## src/sv/tbn_pkg.sv

```systemverilog
// ----------------------------------------------------------------------------
// Triangle tangent and binormal package
// Shared constants, state encoding and the command and status groups that run
// between the controller and the datapath.
// ----------------------------------------------------------------------------
package tbn_pkg;

  localparam int FRAC_BITS_DEF = 16;
  localparam logic [31:0] THR_RESET = 32'd4295;
  localparam logic [1:0] REG_THR = 2'd0;

  localparam int CRD_W = 32;
  localparam int DLT_W = CRD_W + 1;
  localparam int PRD_W = 2 * DLT_W;
  localparam int VAL_W = PRD_W + 1;
  localparam int MAG_W = PRD_W;
  localparam int QUO_W = 32;
  localparam int DIV_W = MAG_W + QUO_W - 1;

  localparam logic [2:0] TERM_DET  = 3'd0;
  localparam logic [2:0] TERM_TX   = 3'd1;
  localparam logic [2:0] TERM_TY   = 3'd2;
  localparam logic [2:0] TERM_TZ   = 3'd3;
  localparam logic [2:0] TERM_BX   = 3'd4;
  localparam logic [2:0] TERM_BY   = 3'd5;
  localparam logic [2:0] TERM_LAST = 3'd6;

  typedef enum logic [8:0] {
    S_IDLE   = 9'b000000001,
    S_MUL0   = 9'b000000010,
    S_MUL1   = 9'b000000100,
    S_SUB    = 9'b000001000,
    S_DETCHK = 9'b000010000,
    S_DINIT  = 9'b000100000,
    S_DIV    = 9'b001000000,
    S_STORE  = 9'b010000000,
    S_DONE   = 9'b100000000
  } state_t;

  typedef struct packed {
    logic       store_corner;
    logic       corner_sel;
    logic       load_delta;
    logic       mul_en;
    logic       mul_second;
    logic [2:0] term;
    logic       sub_en;
    logic       det_en;
    logic       div_init;
    logic       div_step;
    logic       res_store;
    logic       out_load;
  } cmd_t;

  typedef struct packed {
    logic out_full;
  } sts_t;

endpackage

```

## src/sv/tbn_ctrl.sv

```systemverilog
// ----------------------------------------------------------------------------
// Triangle tangent and binormal controller
// Counts corners and sequences products, determinant check, divisions and
// result hand-over for each completed triangle.
// ----------------------------------------------------------------------------
module tbn_ctrl import tbn_pkg::*; (
  input  logic clk,
  input  logic rst,
  input  logic in_valid,
  output logic in_ready,
  output cmd_t cmd,
  input  sts_t sts
);

  state_t      state, state_next;
  logic [1:0]  count, count_next;
  logic [2:0]  term, term_next;
  logic [4:0]  div_cnt, div_cnt_next;
  logic        accept;

  assign in_ready = (state == S_IDLE);
  assign accept   = in_valid && in_ready;

  always_comb begin
    state_next   = state;
    count_next   = count;
    term_next    = term;
    div_cnt_next = div_cnt;
    cmd          = '0;
    cmd.term     = term;
    cmd.corner_sel = count[0];
    case (state)
      S_IDLE: begin
        if (accept) begin
          if (count == 2'd2) begin
            cmd.load_delta = 1'b1;
            count_next     = 2'd0;
            term_next      = TERM_DET;
            state_next     = S_MUL0;
          end else begin
            cmd.store_corner = 1'b1;
            count_next       = count + 2'd1;
          end
        end
      end
      S_MUL0: begin
        cmd.mul_en = 1'b1;
        state_next = S_MUL1;
      end
      S_MUL1: begin
        cmd.mul_en     = 1'b1;
        cmd.mul_second = 1'b1;
        state_next     = S_SUB;
      end
      S_SUB: begin
        cmd.sub_en = 1'b1;
        state_next = (term == TERM_DET) ? S_DETCHK : S_DINIT;
      end
      S_DETCHK: begin
        cmd.det_en = 1'b1;
        term_next  = TERM_TX;
        state_next = S_MUL0;
      end
      S_DINIT: begin
        cmd.div_init = 1'b1;
        div_cnt_next = '0;
        state_next   = S_DIV;
      end
      S_DIV: begin
        cmd.div_step = 1'b1;
        div_cnt_next = div_cnt + 5'd1;
        if (div_cnt == 5'd31) begin
          state_next = S_STORE;
        end
      end
      S_STORE: begin
        cmd.res_store = 1'b1;
        if (term == TERM_LAST) begin
          state_next = S_DONE;
        end else begin
          term_next  = term + 3'd1;
          state_next = S_MUL0;
        end
      end
      S_DONE: begin
        if (!sts.out_full) begin
          cmd.out_load = 1'b1;
          state_next   = S_IDLE;
        end
      end
      default: begin
        state_next = S_IDLE;
      end
    endcase
  end

  always_ff @(posedge clk) begin
    if (rst) begin
      state   <= S_IDLE;
      count   <= 2'd0;
      term    <= TERM_DET;
      div_cnt <= '0;
    end else begin
      state   <= state_next;
      count   <= count_next;
      term    <= term_next;
      div_cnt <= div_cnt_next;
    end
  end

`ifndef SYNTHESIS
  a_third_starts : assert property (@(posedge clk) disable iff (rst)
    accept && count == 2'd2 |=> state == S_MUL0 && term == TERM_DET)
    else $error("third corner did not start a triangle");
  a_count_range : assert property (@(posedge clk) disable iff (rst)
    count != 2'd3)
    else $error("corner count out of range");
  a_div_len : assert property (@(posedge clk) disable iff (rst)
    state == S_DIV && div_cnt == 5'd31 |=> state == S_STORE)
    else $error("division did not end after 32 steps");
  a_last_term : assert property (@(posedge clk) disable iff (rst)
    state == S_STORE && term == TERM_LAST |=> state == S_DONE)
    else $error("last component did not finish the triangle");
`endif

endmodule

```

## config.mk

```make
export PLATFORM = sky130hd
export DESIGN_NAME = tbn_ctrl
export DESIGN_NICKNAME = d
export VERILOG_FILES = /design/src/sv/tbn_pkg.sv /design/src/sv/tbn_ctrl.sv
export SDC_FILE = /design/constraint.sdc
export NUM_CORES = 1
export LEC_CHECK = 0
export ABC_AREA = 1
export ABC_CLOCK_PERIOD_IN_PS = 1380
export BUFFER_PORTS_ARGS = -buffer_cell sky130_fd_sc_hd__buf_2
export CORE_MARGIN = 2
export CORE_UTILIZATION = 56
export CTS_CLUSTER_DIAMETER = 80
export CTS_CLUSTER_SIZE = 8
export DETAILED_ROUTE_END_ITERATION = 16
export GPL_TIMING_DRIVEN = 0
export PLACE_DENSITY = 0.78
export REMOVE_ABC_BUFFERS = 1
export SLEW_MARGIN = 20
export SYNTH_ARGS = -nofsm -noshare
export SYNTH_HDL_FRONTEND = slang
export SYNTH_SLANG_ARGS = --single-unit
```

## constraint.sdc

```tcl
create_clock -name clk -period 1.38 [get_ports clk]
set_input_delay 0.138 -clock clk [delete_from_list [all_inputs] [get_ports clk]]
set_output_delay 0.138 -clock clk [all_outputs]
set_load 0.1 [all_outputs]
```

==> flow_summary.toml, run 1 <==
[synth]
syn_avg_cell_area_um2 = 6.91
mappedNetlistArea_um2 = 1350
netlist-cell-type-count = 27
postSynthRegisterBits = 19
ys_warn_count = 0
synthCells = 195
yosysSeqAreaShare_pct = 28.2

[timing]
worst_path_end_type = "output port"
gr_repair_worst_ep = "cmd[11]"

[die]
fp.dieW_um = 53.1
fp-row-count = 17
start_util_pct = 60.3
die_height_um = 53.1
boundaryPins = 19

[placed_design]
post-place-cells = 239
buffer_ports.inserted = 18
gpl.final_weighted_congestion = 0.855
post-dp-hpwl_mm = 2.33

[global_route]
largest_net_degree_at_the_start_of_global_routing = 13

[run_status]
outcome = "aborted with a tool error"
toolErrorMsg = "[ERROR DPL-0038] Utilization greater than 100%, impossible to legalize"
lastStage = "global routing"

[cts]
cts-root-to-sink-buffers = 2
cts_buffers = 3
cts_num_sinks = 19
root_buffer = "sky130_fd_sc_hd__clkbuf_4"
htreeDepth = 1
post_cts_hold_buffer_count = 0
cell usage after synthesis (all sizes together):
cell / n / share of area, %
nor4: 1 / 0.46
xor2: 1 / 0.65
nand3: 27 / 13
nor3: 6 / 3.1
a21oi: 9 / 3.3
ha: 5 / 4.6
buf: 1 / 0.56
clkbuf: 1 / 0.28
o2111ai: 1 / 0.65
nand4: 2 / 0.93
xnor2: 1 / 0.65
nand2: 41 / 15
inv: 33 / 9.6
o21ai: 7 / 2.6
dfxtp: 19 / 28
nor2: 40 / 16
timing repair:
item                       in CTS
pin swaps                      19
setup endpoints to repair      22
resized for setup             108
setup buffers                  25
cell families after synthesis:
logic type                 share of synthesized area [%]
adders and majority gates                           4.64
AOI/OAI and AO/OA                                   6.59
xor gates and xnor gates                            1.30
and+or+nand+nor                                     48.8
buffers and inverters                               10.4
DFF                                                 28.2
per-stage QoR:
stage	cell area (µm²)	TNS [ps]	setup slack (ps)	hold WS, ps	utilization, %
after floorplan	1340	-9380	-1290	207	-
after global placement	1460	-1810	-339	468	65.4
after detailed placement	1460	-2550	-382	468	65.4
after CTS	2010	-4210	-358	146	90.0
==> run 2: changes to the inputs <==
--- a/config.mk
+++ b/config.mk
@@ -8,13 +8,11 @@
 export ABC_AREA = 1
 export ABC_CLOCK_PERIOD_IN_PS = 1380
 export BUFFER_PORTS_ARGS = -buffer_cell sky130_fd_sc_hd__buf_2
-export CORE_MARGIN = 2
-export CORE_UTILIZATION = 56
-export CTS_CLUSTER_DIAMETER = 80
-export CTS_CLUSTER_SIZE = 8
+export CORE_AREA = 2 2 63 65
 export DETAILED_ROUTE_END_ITERATION = 16
+export DIE_AREA = 0 0 65 67
 export GPL_TIMING_DRIVEN = 0
-export PLACE_DENSITY = 0.78
+export PLACE_DENSITY_LB_ADDON = 0.15
 export REMOVE_ABC_BUFFERS = 1
 export SLEW_MARGIN = 20
 export SYNTH_ARGS = -nofsm -noshare
==> run 2 against run 1 <==
Area after synthesis unchanged. Synthesized cell count unchanged. The flow now finishes, with violations (negative setup slack).
==> flow_summary.toml, run 2 <==
[finish]
final_layout_size_suffix_gt1_share_pct = 54.1
num-fill-cells = 304
num-nets-final = 256
layout.core_utilization_pct = 61.5
largest_register = "state"
multi_input_area_um2 = 1020
final_cells = 294
reg_top3 = "state: 9 flops, div_cnt: 5 flops, term: 3 flops"
ant_diodes = 0
sequential_cell_area_um2 = 408
largest_register_ff_count = 9
final_cell_mix = "sky130_fd_sc_hd__nand2_1 (27), sky130_fd_sc_hd__buf_4 (22), sky130_fd_sc_hd__nor2_1 (21), sky130_fd_sc_hd__inv_1 (18)"
most_common_library_cell_in_the_layout_ignoring_fill_and_taps = "sky130_fd_sc_hd__nand2_1"
flow.area_growth_from_synthesis_pct = 64.5

[setup_path]
end_kind = "primary output"
timing.critical_path.mode_cell = "sky130_fd_sc_hd__nor2_4"
slowest_stage = "sky130_fd_sc_hd__dfxtp_4"
criticalPathCategory = "register to primary output"
arrival_ps = 1530
timing.critical_path.from = "state[4]"
cp_data_required_time_ps = 1240
crit_chain = "nor2_4 > nand2_4 > buf_12 > nor2_4 > nand2_1 > nor2_1 > buf_6"
cpPeakStageDelay_ps = 360
critical_path.startpoint_type = "register"
start_of_the_worst_register_to_register_path = "state[3]"
path_max_fanout = 3

[die]
core_area_um2 = 3610
dieArea_um2 = 4360
fp-row-count = 22
start_util_pct = 37.4
die_height_um = 67
fp.dieW_um = 65
boundaryPins = 19

[drt]
drtAntennaViolNets = 0
iteration_count_of_the_initial_detailed_routing_pass = 4
detail_route.vias_per_cell = 4.83
drt_iter0_markers = 59
wl_per_cell_um = 12.8
routed-via-count = 1421
drc = 0
routed_wirelength_mm = 3.75

[timing]
rsz0062_at_grt = "true"
slew_worst_pin_ps = 486
hold_viol_final = 0
clock.fmax_mhz = 599
layout_worst_path_cycle_share_pct = 121
setup-violations-final = 18
timing.max_slew.rel_slack_pct = 67.8
clock-skew-final_ps = 9.21
finalCriticalPeriod_ps = 1670
maxSlewViolCount = 0
setup_slack_ps = -288

[power]
p_leak_nw = 0.974
power.share.combinational_pct = 71.4
int_pwr_mw = 1.98
power.clock.fraction_pct = 10.6
portion_of_total_power_attributed_to_sequential_cells_pct = 18.0
net_switching_power_mw = 2.08
netSwitchingFraction_pct = 51.3
power.ir.vdd_worst_mv = 0.998
power.density_cell_area_nw_per_um2 = 1830

[synth]
synth_top_area_share_pct = 28.2
synth_common_cells = "sky130_fd_sc_hd__nand2_1 (34), sky130_fd_sc_hd__inv_1 (29), sky130_fd_sc_hd__nor2_1 (29)"
top_post_synthesis_cells_by_area = "sky130_fd_sc_hd__dfxtp_1 (28%), sky130_fd_sc_hd__nand2_1 (9.5%), sky130_fd_sc_hd__inv_1 (8.1%)"
cell_with_the_most_instances_after_synthesis = "sky130_fd_sc_hd__nand2_1"
cell_type_with_the_largest_total_area_after_synthesis = "sky130_fd_sc_hd__dfxtp_1"
yosysSeqAreaShare_pct = 28.2
synthCells = 195
mappedNetlistArea_um2 = 1350
synth-edff-count = 0
yosys_most_used_dff = "sky130_fd_sc_hd__dfxtp_1"
netlist-cell-type-count = 27
ys_warn_count = 0
postSynthRegisterBits = 19
syn_avg_cell_area_um2 = 6.91
async_flop_share_pct = 0

[cts]
cts_buffers = 3
tritoncts = "done"
clkTransAtPathRegs_ps = 90
cts-root-to-sink-buffers = 2
post_cts_hold_buffer_count = 0
htreeDepth = 1
root_buffer = "sky130_fd_sc_hd__clkbuf_8"
cts_num_sinks = 19
clock_insertion_delay_worst_skew_ps = 270

[job]
max-cap-violations = 0

[placed_design]
buffer_ports.inserted = 18
gpl.final_weighted_congestion = 0.810
post-dp-hpwl_mm = 2.29
post-place-cells = 259

[global_route]
grt_overflow = 0
grt_pass1_vias = 1422
grt_antenna_before_repair = 0
largest_net_degree_at_the_start_of_global_routing = 13
grt_pass1_wl_mm = 6.67
gr-usage-all-layers_pct = 19.8

[worst_hold_path]
startpoint_of_the_most_critical_hold_path = "rst"
min-delay-path-class = "input pin to register"

[run_status]
outcome = "finished, violations left"
failed_checks = "negative setup slack"
## run 2: cell counts after synthesis
Identical to the previous run, type by type.
## run 2: stage by stage
stage	hold WS, ps	setup slack (ps)	instance area [µm²]	total power [mW]	setup TNS, ps
detailed placement	476	-393	1490	2.54	-2510
CTS	211	-300	2040	3.60	-3050
finish	216	-288	2220	4.06	-3210
global route	228	-355	2220	4.34	-4960
floorplan	207	-1290	1340	2.26	-9380
global placement	464	-409	1490	2.56	-2680
## run 2: cell type report
type / instances / area share (%)
clock buffer: 3 / 1.86
clock inverter: 1 / 0.339
inverter: 33 / 6.94
multi-input combinational: 141 / 45.8
sequential: 19 / 18.4
tap: 48 / 2.71
timing repair buffer: 49 / 23.9
## run 2: what timing repair did
action / in CTS / in global routing
gates cloned: 0 / 0
endpoints found under the setup margin: 24 / 26
pin swaps: 17 / 24
resized for setup: 101 / 32
setup buffers: 23 / 9
## run 2: path summary, 6_finish.rpt
path	depth (start not counted)	slack [ps]	end
worst max-delay path	7	-290	cmd[0]
worst min register to register	1	460	div_cnt[0]
worst min-delay path	2	220	div_cnt[3]
worst max register to register	11	-150	state[8]
## run 2: logic make-up (layout without fill, tap and decap cells)
family	after synthesis	in the layout	synth area share (%)
compound gates	17	17	6.59
fa+ha+maj	5	5	4.64
buf+inv	35	86	10.4
flops	19	19	28.2
simple gates	117	117	48.8
xor+xnor	2	2	1.30
## run 2: per-layer routing
metal	share of wire, %	up-vias	global-route usage [%]
met5	0	-	0
li1	-	724	-
met3	2.4	10	2.36
met4	2.8	0	7.98
met1	42	660	24.1
met2	52	27	35.3
## run 2: critical path, delay by kind of cell (launching register included)
family	cells	cell delay [ps]
AND/OR/NAND/NOR	5	550
buffers and inverters	2	380
flip-flops	1	360
## run 2: power by group through the flow
stage	clock network [mW]	logic, mW	registers [mW]
detailed placement	0	1.81	0.729
CTS	0.430	2.45	0.728
global route	0.464	3.13	0.745
global placement	0	1.83	0.731
floorplan	0	1.41	0.850
finish	0.429	2.90	0.732
Note: power is estimated with default switching activity, not from simulation.
==> run 3: changes to the inputs <==
--- a/config.mk
+++ b/config.mk
@@ -8,9 +8,9 @@
 export ABC_AREA = 1
 export ABC_CLOCK_PERIOD_IN_PS = 1380
 export BUFFER_PORTS_ARGS = -buffer_cell sky130_fd_sc_hd__buf_2
-export CORE_AREA = 2 2 63 65
+export CORE_MARGIN = 2
+export CORE_UTILIZATION = 25
 export DETAILED_ROUTE_END_ITERATION = 16
-export DIE_AREA = 0 0 65 67
 export GPL_TIMING_DRIVEN = 0
 export PLACE_DENSITY_LB_ADDON = 0.15
 export REMOVE_ABC_BUFFERS = 1
==> run 3 against run 2 <==
The flow still finishes with violations (negative setup slack). Wire length grew 11%. Largest power group unchanged. Core utilization shrank 15 points. Fmax grew 1.3%. Critical endpoint is now cmd[1]. Power grew 1.3%. Highest routed layer unchanged. Largest cell class unchanged. Clock skew shrank 6.3 ps. Register-to-register slack lost 20 ps. Sequential power shrank 1%.
==> flow_summary.toml, run 3 (synthesis results as in run 2) <==
[run_status]
outcome = "finished, violations left"
failed_checks = "negative setup slack"

[power]
power.density_cell_area_nw_per_um2 = 1720
power_mw = 4.12
power.ir.vdd_worst_mv = 0.887
p_leak_nw = 1.05

[job]
max-cap-violations = 0

[finish]
num-nets-final = 268
final_layout_size_suffix_gt1_share_pct = 57.8
final_cell_mix = "sky130_fd_sc_hd__nand2_1 (25), sky130_fd_sc_hd__buf_4 (25), sky130_fd_sc_hd__inv_1 (21), sky130_fd_sc_hd__nor2_1 (21), sky130_fd_sc_hd__buf_6 (19)"
layout.core_utilization_pct = 46.7
ant_diodes = 0
largest_register_ff_count = 9
largest_register = "state"
reg_top3 = "state: 9 flops, div_cnt: 5 flops, term: 3 flops"
final_cells = 328
flow.area_growth_from_synthesis_pct = 78.0

[global_route]
grt_antenna_before_repair = 0
grt_overflow = 0
met1_usage_pct = 18.5
grt_pass1_vias = 1430
gr-usage-all-layers_pct = 14.0
grt_pass1_wl_mm = 6.67
grt_util_met2_pct = 23.7
grt_use_met3_pct = 2.67
grt_most_used_layer = "met2"
largest_net_degree_at_the_start_of_global_routing = 13

[timing]
setup-violations-final = 24
slew_worst_pin_ps = 486
setup_slack_ps = -267
maxSlewViolCount = 0
finalCriticalPeriod_ps = 1650
rsz0062_at_grt = "true"
hold_viol_final = 0
timing.max_slew.rel_slack_pct = 67.8
clock.fmax_mhz = 607
layout_worst_path_cycle_share_pct = 119
clock-skew-final_ps = 2.95

[die]
dieArea_um2 = 5990
core_area_um2 = 5140
fp-row-count = 26
die_height_um = 77.4
boundaryPins = 19
start_util_pct = 26.2
fp.dieW_um = 77.4

[setup_path]
worst_case_reg_to_reg_path_depth = 10
timing.critical_path.mode_cell = "sky130_fd_sc_hd__buf_6"
start_of_the_worst_register_to_register_path = "state[5]"
arrival_ps = 1510
cpPeakStageDelay_ps = 340
cp_data_required_time_ps = 1240
slowest_stage = "sky130_fd_sc_hd__dfxtp_2"
path_max_fanout = 4
critical_path.startpoint_type = "register"
timing.critical_path.from = "state[2]"
criticalPathCategory = "register to primary output"
r2r_path_end = "state[8]"
r2r_slack_ps = -170
end_kind = "primary output"
crit_chain = "nor2_4 > buf_6 > nand2_8 > inv_8 > buf_6 > nand3_4 > inv_4 > buf_12"

[placed_design]
buffer_ports.inserted = 18
post-dp-hpwl_mm = 2.55
gpl.final_weighted_congestion = 0.752
post-place-cells = 281

[drt]
detail_route.vias_per_cell = 4.41
drt_iter0_markers = 52
iteration_count_of_the_initial_detailed_routing_pass = 4
wl_per_cell_um = 12.7
routed-via-count = 1448
routed_wirelength_mm = 4.16
drtAntennaViolNets = 0
drc = 0

[cts]
cts_buffers = 3
cts_num_sinks = 19
clock_insertion_delay_worst_skew_ps = 260
clkTransAtPathRegs_ps = 80
root_buffer = "sky130_fd_sc_hd__clkbuf_8"
tritoncts = "done"
htreeDepth = 1
cts-root-to-sink-buffers = 2

[worst_hold_path]
worst_hold_end = "state[2]"
startpoint_of_the_most_critical_hold_path = "rst"
hold_depth = 2
min-delay-path-class = "input pin to register"
run 3: cell types whose count changed in the layout (fill, tap and decap cells not counted), sizes merged:
| cell | delta |
|---|---|
| buf | +12 |
| clkbuf | +1 |
| clkinvlp | -1 |
run 3: critical path: cells and delay by family, from the launching register on:
kind | cells | cell delay [ps]
buf+inv | 5 | 570
flops | 1 | 340
simple gates | 3 | 320
run 3: area by class of cell:
class / count / area [µm²]
inverter: 33 / 149
sequential: 19 / 407
clock buffer: 4 / 45.0
tap: 70 / 87.6
timing repair buffer: 61 / 637
multi-input combinational: 141 / 1070
fill: 516 / 2740
run 3: how the worst max path moves through the flow:
stage / slack, ps / depth (start not counted) / to
2_1_floorplan: -1290 / 4 / cmd[13]
3_3_place_gp: -430 / 8 / cmd[11]
3_5_place_dp: -430 / 8 / cmd[11]
4_1_cts: -320 / 8 / cmd[11]
5_1_grt: -340 / 8 / cmd[11]
6_report: -270 / 8 / cmd[1]
run 3: power breakdown:
part           internal [mW]  switching, mW  leakage [nW]
sequential             0.631         0.0945         0.160
combinational           1.21           1.76         0.864
clock                  0.206          0.212        0.0228
run 3: timing repair:
action                                  4_1_cts  5_1_grt
hold buffers                                  0        0
setup buffers                                35       11
endpoints found under the setup margin       23       26
pin swaps                                    24       27
resized for setup                           105       44
cloned                                        0        0
run 3: through the flow:
| stage | hold WS [ps] | setup slack [ps] | setup TNS [ps] | area, µm² |
|---|---|---|---|---|
| after floorplan | 207 | -1290 | -9380 | 1340 |
| after global placement | 473 | -427 | -3120 | 1510 |
| after detailed placement | 479 | -426 | -2960 | 1510 |
| after CTS | 228 | -321 | -4550 | 2180 |
| after global routing | 259 | -343 | -5690 | 2400 |
| final | 250 | -267 | -3660 | 2400 |
run 3: layer usage:
metal	up-vias	wire length, µm	share of wire, %
met2	19	2140	51
met1	671	1860	45
met4	0	59	1.4
li1	749	-	-
met3	9	106	2.5
met5	-	0	0
